==> config.mk <==
export PLATFORM = sky130hd
export DESIGN_NAME = sprite_pixel_compositor_core
export DESIGN_NICKNAME = d
export VERILOG_FILES = /design/src/hw/rtl/spc_pkg.sv /design/src/hw/rtl/sprite_pixel_compositor_core.sv
export SDC_FILE = /design/constraint.sdc
export NUM_CORES = 2
export LEC_CHECK = 0
export ABC_AREA = 1
export BUFFER_PORTS_ARGS = -buffer_cell sky130_fd_sc_hd__clkbuf_2
export CAP_MARGIN = 25
export CORE_UTILIZATION = 69
export DETAILED_ROUTE_END_ITERATION = 7
export GPL_TIMING_DRIVEN = 1
export PLACE_DENSITY = 0.9
export RECOVER_POWER = 100
export SLEW_MARGIN = 20
export SYNTH_ARGS = -nofsm -noshare
export SYNTH_HDL_FRONTEND = slang
export SYNTH_SLANG_ARGS = --single-unit
==> constraint.sdc <==
create_clock -name clock -period 13.6 [get_ports clock]
set_input_delay 1.36 -clock clock [delete_from_list [all_inputs] [get_ports clock]]
set_output_delay 1.36 -clock clock [all_outputs]
set_load 0.01 [all_outputs]
==> src/hw/rtl/spc_pkg.sv <==
// Shared constants and types for the sprite pixel compositor.
package spc_pkg;

   // Register indexes on the configuration port.
   localparam logic [1:0] CSR_BLEND_MODE  = 2'd0;
   localparam logic [1:0] CSR_KEY_COLOR   = 2'd1;
   localparam logic [1:0] CSR_FADE_FACTOR = 2'd2;

   // Blend mode codes; the remaining codes behave as opaque copy.
   localparam logic [2:0] MODE_OPAQUE  = 3'd0;
   localparam logic [2:0] MODE_MASK    = 3'd1;
   localparam logic [2:0] MODE_PREMUL  = 3'd2;
   localparam logic [2:0] MODE_KEY     = 3'd3;
   localparam logic [2:0] MODE_FADED   = 3'd4;

   localparam logic [8:0]  FADE_ONE     = 9'd256;
   localparam logic [7:0]  CHAN_MAX     = 8'd255;
   localparam logic [31:0] OPAQUE_ALPHA = 32'hFF00_0000;

   // Blue, green, red and alpha lanes, in that order from the lowest bits.
   localparam int LANES = 4;

   // Per-pixel operation decided at the input stage.
   typedef enum logic [2:0] {
      OP_COPY,
      OP_KEYSKIP,
      OP_PASS_SRC,
      OP_PASS_DEST,
      OP_MIX,
      OP_PREMUL
   } op_type;

endpackage

==> src/hw/rtl/sprite_pixel_compositor_core.sv <==
// Four-stage pipelined ARGB8888 sprite compositor with a plain register write port.

// The compositor takes one pixel triple per transfer (destination, sprite and mask, all
// ARGB8888 with alpha in the top byte) and returns one result per transfer: the pixel to
// store and a write enable that is low only when colour keying rejects the sprite pixel.
// It sustains one pixel per clock while the output side is not stalled; a pixel's result
// passes through the four register stages: mode decode and fade scaling, the per-lane
// multiply-accumulate, the division by 255 estimate and its one-step correction with
// saturation and final selection. Every stage has its own valid bit and takes new data
// whenever it is empty or its successor moves, so a stall on the result side fills
// bubbles before it blocks the input side, and no pixel is lost or repeated. The blend
// mode, key colour and fade factor are read live by the stages and must only be written
// while no pixel is in flight.
module sprite_pixel_compositor_core
   import spc_pkg::*;
(
   input  logic        clock,
   input  logic        reset,
   // Input stream.
   input  logic        req_tvalid,
   output logic        req_tready,
   input  logic [95:0] req_tdata,   // dest_pixel [31:0], src_pixel [63:32], mask_pixel [95:64]
   // Result stream.
   output logic        rsp_tvalid,
   input  logic        rsp_tready,
   output logic [31:0] rsp_tdata,   // out_pixel [31:0]
   output logic        rsp_tuser,   // write_enable [0]
   // Configuration writes.
   input  logic        csr_we,
   input  logic [1:0]  csr_index,
   input  logic [31:0] csr_wdata
);

   // ---------------------------------------------------------------------------------
   // Configuration registers. A write to the unused index is simply dropped.
   // ---------------------------------------------------------------------------------
   logic [2:0]  mode_ff;
   logic [31:0] key_ff;
   logic [8:0]  fade_ff;

   always_ff @(posedge clock) begin
      if (reset) begin
         mode_ff <= MODE_OPAQUE;
         key_ff  <= '0;
         fade_ff <= FADE_ONE;
      end else if (csr_we) begin
         unique case (csr_index)
            CSR_BLEND_MODE:  mode_ff <= csr_wdata[2:0];
            CSR_KEY_COLOR:   key_ff  <= csr_wdata;
            CSR_FADE_FACTOR: fade_ff <= csr_wdata[8:0];
            default: ;
         endcase
      end
   end

   // ---------------------------------------------------------------------------------
   // Pipeline flow control. Each stage loads when it is empty or when the stage after
   // it hands its contents on, so bubbles are squeezed out during an output stall.
   // ---------------------------------------------------------------------------------
   logic v1_ff, v2_ff, v3_ff, v4_ff;
   logic rdy1, rdy2, rdy3, rdy4;

   assign rdy4       = !v4_ff || rsp_tready;
   assign rdy3       = !v3_ff || rdy4;
   assign rdy2       = !v2_ff || rdy3;
   assign rdy1       = !v1_ff || rdy2;
   assign req_tready = rdy1;

   always_ff @(posedge clock) begin
      if (reset) begin
         v1_ff <= 1'b0;
         v2_ff <= 1'b0;
         v3_ff <= 1'b0;
         v4_ff <= 1'b0;
      end else begin
         if (rdy1) v1_ff <= req_tvalid;
         if (rdy2) v2_ff <= v1_ff;
         if (rdy3) v3_ff <= v2_ff;
         if (rdy4) v4_ff <= v3_ff;
      end
   end

   // ---------------------------------------------------------------------------------
   // Stage 1: decode the mode into a per-pixel operation, resolve the premultiplied
   // early-outs and the key match, and form the blend weight. In faded mode the weight
   // is the sprite alpha scaled by the saturated 1.8 fade factor.
   // ---------------------------------------------------------------------------------
   logic [31:0] in_dest, in_src, in_mask;
   logic [7:0]  in_sa, in_da;
   logic [8:0]  fade_sat;
   logic [16:0] fade_prod;
   op_type      op1_in;
   logic [7:0]  w1_in;

   assign in_dest   = req_tdata[31:0];
   assign in_src    = req_tdata[63:32];
   assign in_mask   = req_tdata[95:64];
   assign in_sa     = in_src[31:24];
   assign in_da     = in_dest[31:24];
   assign fade_sat  = (fade_ff > FADE_ONE) ? FADE_ONE : fade_ff;
   assign fade_prod = 17'(in_sa) * 17'(fade_sat);

   always_comb begin
      op1_in = OP_COPY;
      w1_in  = in_mask[23:16];
      unique case (mode_ff)
         MODE_MASK: op1_in = OP_MIX;
         MODE_FADED: begin
            op1_in = OP_MIX;
            // The product never exceeds 255 * 256, so bits above 15 are always clear.
            w1_in  = fade_prod[15:8];
         end
         MODE_PREMUL: begin
            priority if (in_da == 8'd0 || in_sa == CHAN_MAX) op1_in = OP_PASS_SRC;
            else if (in_sa == 8'd0)                          op1_in = OP_PASS_DEST;
            else                                             op1_in = OP_PREMUL;
         end
         MODE_KEY: op1_in = (in_src == key_ff) ? OP_KEYSKIP : OP_COPY;
         default: op1_in = OP_COPY;
      endcase
   end

   op_type      op1_ff;
   logic [31:0] d1_ff, s1_ff;
   logic [7:0]  w1_ff;

   always_ff @(posedge clock) begin
      if (rdy1) begin
         op1_ff <= op1_in;
         d1_ff  <= in_dest;
         s1_ff  <= in_src;
         w1_ff  <= w1_in;
      end
   end

   // ---------------------------------------------------------------------------------
   // Stage 2: one multiply-accumulate per lane. Mask and faded blends weight the
   // destination by 255-w and the sprite by w; premultiplied over weights the
   // destination by 255 minus sprite alpha and the sprite by 255. The alpha lane
   // divides destination alpha times its coefficient by 255 and later adds a base:
   // for the blends that coefficient is 255, which gives back destination alpha.
   // ---------------------------------------------------------------------------------
   logic [7:0]  coef_d, coef_s, coef_a, base_a;
   logic [16:0] num2_in [LANES];
   logic [15:0] prod_d  [LANES];
   logic [15:0] prod_s  [LANES];

   always_comb begin
      if (op1_ff == OP_PREMUL) begin
         coef_d = CHAN_MAX - s1_ff[31:24];
         coef_s = CHAN_MAX;
         coef_a = CHAN_MAX - s1_ff[31:24];
         base_a = s1_ff[31:24];
      end else begin
         coef_d = CHAN_MAX - w1_ff;
         coef_s = w1_ff;
         coef_a = CHAN_MAX;
         base_a = w1_ff;
      end
      for (int i = 0; i < LANES - 1; i++) begin
         prod_d[i] = 16'(d1_ff[8*i +: 8]) * 16'(coef_d);
         prod_s[i] = 16'(s1_ff[8*i +: 8]) * 16'(coef_s);
      end
      prod_d[LANES-1] = 16'(d1_ff[31:24]) * 16'(coef_a);
      prod_s[LANES-1] = '0;
      for (int i = 0; i < LANES; i++) begin
         num2_in[i] = 17'(prod_d[i]) + 17'(prod_s[i]);
      end
   end

   op_type      op2_ff;
   logic [31:0] d2_ff, s2_ff;
   logic [7:0]  base2_ff;
   logic [16:0] num2_ff [LANES];

   always_ff @(posedge clock) begin
      if (rdy2) begin
         op2_ff   <= op1_ff;
         d2_ff    <= d1_ff;
         s2_ff    <= s1_ff;
         base2_ff <= base_a;
         num2_ff  <= num2_in;
      end
   end

   // ---------------------------------------------------------------------------------
   // Stage 3: estimate n/255 as (n + n/256)/256. For numerators up to 2 * 255 * 255
   // this is either exact or one short, and the remainder against 255 tells which.
   // ---------------------------------------------------------------------------------
   logic [17:0] est_sum [LANES];
   logic [8:0]  q3_in   [LANES];
   logic [16:0] q_x255  [LANES];
   logic [16:0] rem_all [LANES];
   logic [8:0]  r3_in   [LANES];

   always_comb begin
      for (int i = 0; i < LANES; i++) begin
         est_sum[i] = 18'(num2_ff[i]) + 18'(num2_ff[i] >> 8);
         q3_in[i]   = est_sum[i][16:8];
         q_x255[i]  = {q3_in[i], 8'b0} - 17'(q3_in[i]);
         rem_all[i] = num2_ff[i] - q_x255[i];
         r3_in[i]   = rem_all[i][8:0];
      end
   end

   op_type      op3_ff;
   logic [31:0] d3_ff, s3_ff;
   logic [7:0]  base3_ff;
   logic [8:0]  q3_ff [LANES];
   logic [8:0]  r3_ff [LANES];

   always_ff @(posedge clock) begin
      if (rdy3) begin
         op3_ff   <= op2_ff;
         d3_ff    <= d2_ff;
         s3_ff    <= s2_ff;
         base3_ff <= base2_ff;
         q3_ff    <= q3_in;
         r3_ff    <= r3_in;
      end
   end

   // ---------------------------------------------------------------------------------
   // Stage 4: apply the correction, saturate the lanes, add the alpha base and pick
   // the result for the operation. This is the output register.
   // ---------------------------------------------------------------------------------
   logic [9:0]  quot  [LANES];
   logic [9:0]  alpha_sum;
   logic [7:0]  lane8 [LANES];
   logic [31:0] arith_pixel;
   logic [31:0] pixel4_in;
   logic        we4_in;

   always_comb begin
      for (int i = 0; i < LANES; i++) begin
         quot[i] = 10'(q3_ff[i]) + 10'(r3_ff[i] >= 9'(CHAN_MAX));
      end
      for (int i = 0; i < LANES - 1; i++) begin
         lane8[i] = (quot[i] > 10'(CHAN_MAX)) ? CHAN_MAX : quot[i][7:0];
      end
      alpha_sum        = 10'(base3_ff) + quot[LANES-1];
      lane8[LANES-1]   = (alpha_sum > 10'(CHAN_MAX)) ? CHAN_MAX : alpha_sum[7:0];
      arith_pixel      = {lane8[3], lane8[2], lane8[1], lane8[0]};

      we4_in = 1'b1;
      unique case (op3_ff)
         OP_COPY:      pixel4_in = s3_ff | OPAQUE_ALPHA;
         OP_KEYSKIP: begin
            pixel4_in = d3_ff;
            we4_in    = 1'b0;
         end
         OP_PASS_SRC:  pixel4_in = s3_ff;
         OP_PASS_DEST: pixel4_in = d3_ff;
         default:      pixel4_in = arith_pixel;
      endcase
   end

   op_type      op4_ff;
   logic [31:0] pixel4_ff;
   logic        we4_ff;

   always_ff @(posedge clock) begin
      if (rdy4) begin
         op4_ff    <= op3_ff;
         pixel4_ff <= pixel4_in;
         we4_ff    <= we4_in;
      end
   end

   assign rsp_tvalid = v4_ff;
   assign rsp_tdata  = pixel4_ff;
   assign rsp_tuser  = we4_ff;

   // ---------------------------------------------------------------------------------
   // Checks on the datapath and flow control.
   // ---------------------------------------------------------------------------------

   // Only a colour key match may suppress the write.
   a_we_only_on_key: assert property (@(posedge clock) disable iff (reset)
      (rsp_tvalid && !rsp_tuser) |-> (op4_ff == OP_KEYSKIP))
      else $error("write enable dropped without a key match");

   // The multiply-accumulate never exceeds twice 255 squared.
   a_num_bound: assert property (@(posedge clock) disable iff (reset)
      v2_ff |-> (num2_ff[0] <= 17'd130050 && num2_ff[1] <= 17'd130050 &&
                 num2_ff[2] <= 17'd130050 && num2_ff[3] <= 17'd130050))
      else $error("lane numerator out of range");

   // The quotient estimate is at most one short, so the remainder stays below 510.
   a_rem_bound: assert property (@(posedge clock) disable iff (reset)
      v3_ff |-> (r3_ff[0] < 9'd510 && r3_ff[1] < 9'd510 &&
                 r3_ff[2] < 9'd510 && r3_ff[3] < 9'd510))
      else $error("division estimate off by more than one");

   // Input is refused only when every stage holds a pixel and the output is stalled.
   a_ready_only_when_full: assert property (@(posedge clock) disable iff (reset)
      !req_tready |-> (v1_ff && v2_ff && v3_ff && v4_ff && !rsp_tready))
      else $error("input refused while the pipeline has room");

   // A stalled stage 3 holds its pixel until the output moves.
   a_stage3_holds: assert property (@(posedge clock) disable iff (reset)
      (v3_ff && !rdy3) |=> (v3_ff && $stable(d3_ff) && $stable(op3_ff)))
      else $error("stage 3 contents changed during a stall");

endmodule

==> flow_summary.yaml <==
grt:
  grt-ovfl-total: 0
  use_met3_pct: 9.52
  grt.busiest_layer: "met2"
  grtUsageMet2_pct: 56.5
  grt_usage_pct: 34.2
  antenna_found_initial: 4
  grt_pass1_wl_um: 143000
  grt_pass1_vias: 28600
  grt_start_max_net_pins: 85
  gr-usage-met1_pct: 41.3
sta:
  tightest_slew_ns: 4.04
  finalSetupViolCount: 0
  max_freq_mhz: 95.8
  finalHoldViolCount: 0
  fin_crit_ns: 10.44
  skew_ns: 0.0357
  finalCritPeriodShare_pct: 76.8
  setup_tns_ns: 0
  rsz0062_at_grt: "no"
  finalMaxSlewViolations: 363
  relSlewSlack_pct: -171
yosys:
  synth-seq-cells: 445
  avgSynthCellArea_sq_um: 9.46
  synthFlopType: "edfxtp_1"
  ys_warn_count: 0
  synth_edf_count: 397
  yosysSeqAreaShare_pct: 34.9
  async_reset_ff_share_pct: 0
  syn_inst: 3897
  synthDistinctLibCells: 47
  synth_area_sq_um: 36900
  synth_nets: 4768
critical_path:
  endpoint_kind: "register"
  crit_required_ns: 13.95
  crit_type: "reg -> reg"
  arrival_ns: 10.79
  crit_path_start_kind: "register"
  cp_slowest_cell: "clkinvlp_2"
  path_cells: "nand2_1, nor2_1, inv_6, o21ai_0, clkinvlp_2, nor2_1, fa_1, ha_1, inv_1, fa_1, inv_1, fa_1, inv_1, fa_1, inv_1, fa_1, ha_1, a21oi_1, nand2_1, a21boi_0, o21ai_0, nand3_1, nand2_1, xor2_1"
  max_stage_delay_ns: 1.77
  crit_path_frequent_cell: "fa_1"
  path_max_fanout: 17
drt:
  drt_first_pass_iters: 8
  vias: 27700
  viasPerCell: 5.81
  drc: 0
  drtIter0Drc: 2444
  ant_nets: 0
  routedWlPerCell_um: 19.0
  finalWirelength_um: 90500
place:
  hpwl_um: 67900
  gp_congestion: 1.00
  portBuffers: 145
clock_network:
  cts_buffers: 46
  cts_setup_buffers: 0
  htree_levels: 2
  clk_pin_slew_ns: 0.06
  root_buffer: "clkbuf_16"
  clock-sinks: 445
  cts_resized: 0
  clock_path_buffers: 3
  ctsHoldBuffers: 0
  worstSkewPairLatency_ns: 0.61
  cts_tree: "built"
worst_hold_path:
  min_path_type: "reg -> reg"
floorplanning:
  die_x_um: 233
  die_area_sq_um: 54400
  rows: 84
  core_sq_um: 52700
  io-pin-count: 170
  start_util_pct: 70.0
  die_h_um: 233
status:
  violations: "max-capacitance violations, max-slew violations"
  status: "finished, violations left"
cells_and_area:
  nets: 4914
  syn_to_final_growth_pct: 7.51
  finish.utilization_pct: 75.3
  drive_gt1_share_pct: 4.44
flow_run:
  maxCapViolations: 11
-- per-stage QoR --
stage,instances,hold WS [ns],instance area [sq um],worst slack (ns)
final,4771,0.415,39600,3.16
after floorplan,3897,0.400,36900,4.90
after global placement,4680,0.401,38300,6.21
after CTS,4767,0.417,39800,5.96
after detailed placement,4681,0.405,38300,6.05
after global routing,4770,0.422,39600,2.81
-- sequential cells by signal, summed over array words and instances, names as in the netlist, 3 cells and up --
| register | flops |
|---|---|
| d2_ff | 32 |
| s2_ff | 32 |
| op2_ff | 3 |
| op1_ff | 3 |
| op3_ff | 3 |
| rsp_tdata | 32 |
| s3_ff | 32 |
| mode_ff | 3 |
| key_ff | 32 |
| base3_ff | 8 |
| q3_ff | 36 |
| fade_ff | 9 |
| d1_ff | 32 |
| r3_ff | 36 |
| num2_ff | 67 |
| d3_ff | 32 |
| s1_ff | 32 |
| base2_ff | 8 |
| w1_ff | 8 |
-- synthesized netlist by cell type (7+ instances only) --
| library cell | number | area, sq um |
|---|---|---|
| a21o_1 | 12 | 90.1 |
| a21oi_1 | 116 | 581 |
| a221oi_1 | 7 | 61.3 |
| a31oi_1 | 9 | 56.3 |
| buf_1 | 8 | 30.0 |
| buf_2 | 13 | 65.1 |
| clkbuf_1 | 35 | 131 |
| dfxtp_1 | 48 | 961 |
| edfxtp_1 | 397 | 11900 |
| fa_1 | 369 | 7390 |
| ha_1 | 367 | 4590 |
| inv_1 | 854 | 3210 |
| inv_2 | 11 | 41.3 |
| nand2_1 | 644 | 2420 |
| nand3_1 | 116 | 581 |
| nand4_1 | 36 | 225 |
| nor2_1 | 487 | 1830 |
| nor3_1 | 19 | 95.1 |
| o21a_1 | 7 | 52.6 |
| o21ai_0 | 104 | 521 |
| o21bai_1 | 13 | 97.6 |
| or2_2 | 7 | 43.8 |
| xnor2_1 | 51 | 447 |
| xor2_1 | 98 | 858 |
-- per-layer routing --
layer | wire length [um] | part of all wire, %
met1 | 32800 | 36
met2 | 42800 | 47
met3 | 10200 | 11
met4 | 4700 | 5.2
met5 | 41 | 0.045
-- layout make-up --
cell class,instances,area (sq um)
fill,3340,13000
tap,688,861
antenna,2,5.00
clock buffer,50,1190
timing repair buffer,161,746
multi-input combinational,2520,20400
clock inverter,36,325
inverter,869,3280
sequential,445,12900
-- path summary, 6_finish.rpt --
| kind | startpoint | to | slack [ns] | cells after the start |
|---|---|---|---|---|
| setup / recovery | op1_ff[0] | num2_ff[46] | 3.16 | 24 |
| hold / removal | d2_ff[27] | d3_ff[27] | 0.41 | 0 |
| setup reg to reg | op1_ff[0] | num2_ff[46] | 3.16 | 24 |
| hold reg to reg | d2_ff[27] | d3_ff[27] | 0.41 | 0 |
-- cell families (layout without fill, tap and decap cells) --
family	Yosys count	after routing	synth area share, %
other cells	0	2	0
compound gates	300	300	4.73
flops	445	445	34.9
buf+inv	932	1116	9.69
fa+ha+maj	736	736	32.5
simple gates	1335	1335	14.6
xor+xnor	149	149	3.54
-- layout by cell type, fill, tap and decap left out, types with 51 or more instances in the layout --
cell,count
nand3_1,116
clkbuf_1,91
o21ai_0,109
xnor2_1,51
a21oi_1,116
xor2_1,98
fa_1,369
inv_1,854
clkbuf_2,64
nand2_1,647
edfxtp_1,397
ha_1,367
nor2_1,490
-- critical path, delay by kind of cell (launching register included) --
| kind | cells | cell delay (ns) |
|---|---|---|
| compound gates | 4 | 2.44 |
| xor+xnor | 1 | 0.16 |
| fa+ha+maj | 7 | 3.13 |
| buf+inv | 6 | 2.12 |
| flops | 1 | 0.36 |
| simple gates | 6 | 1.96 |
Power is not shown: default switching activity piles up to over one toggle a cycle in this logic, so the estimate is an artifact.
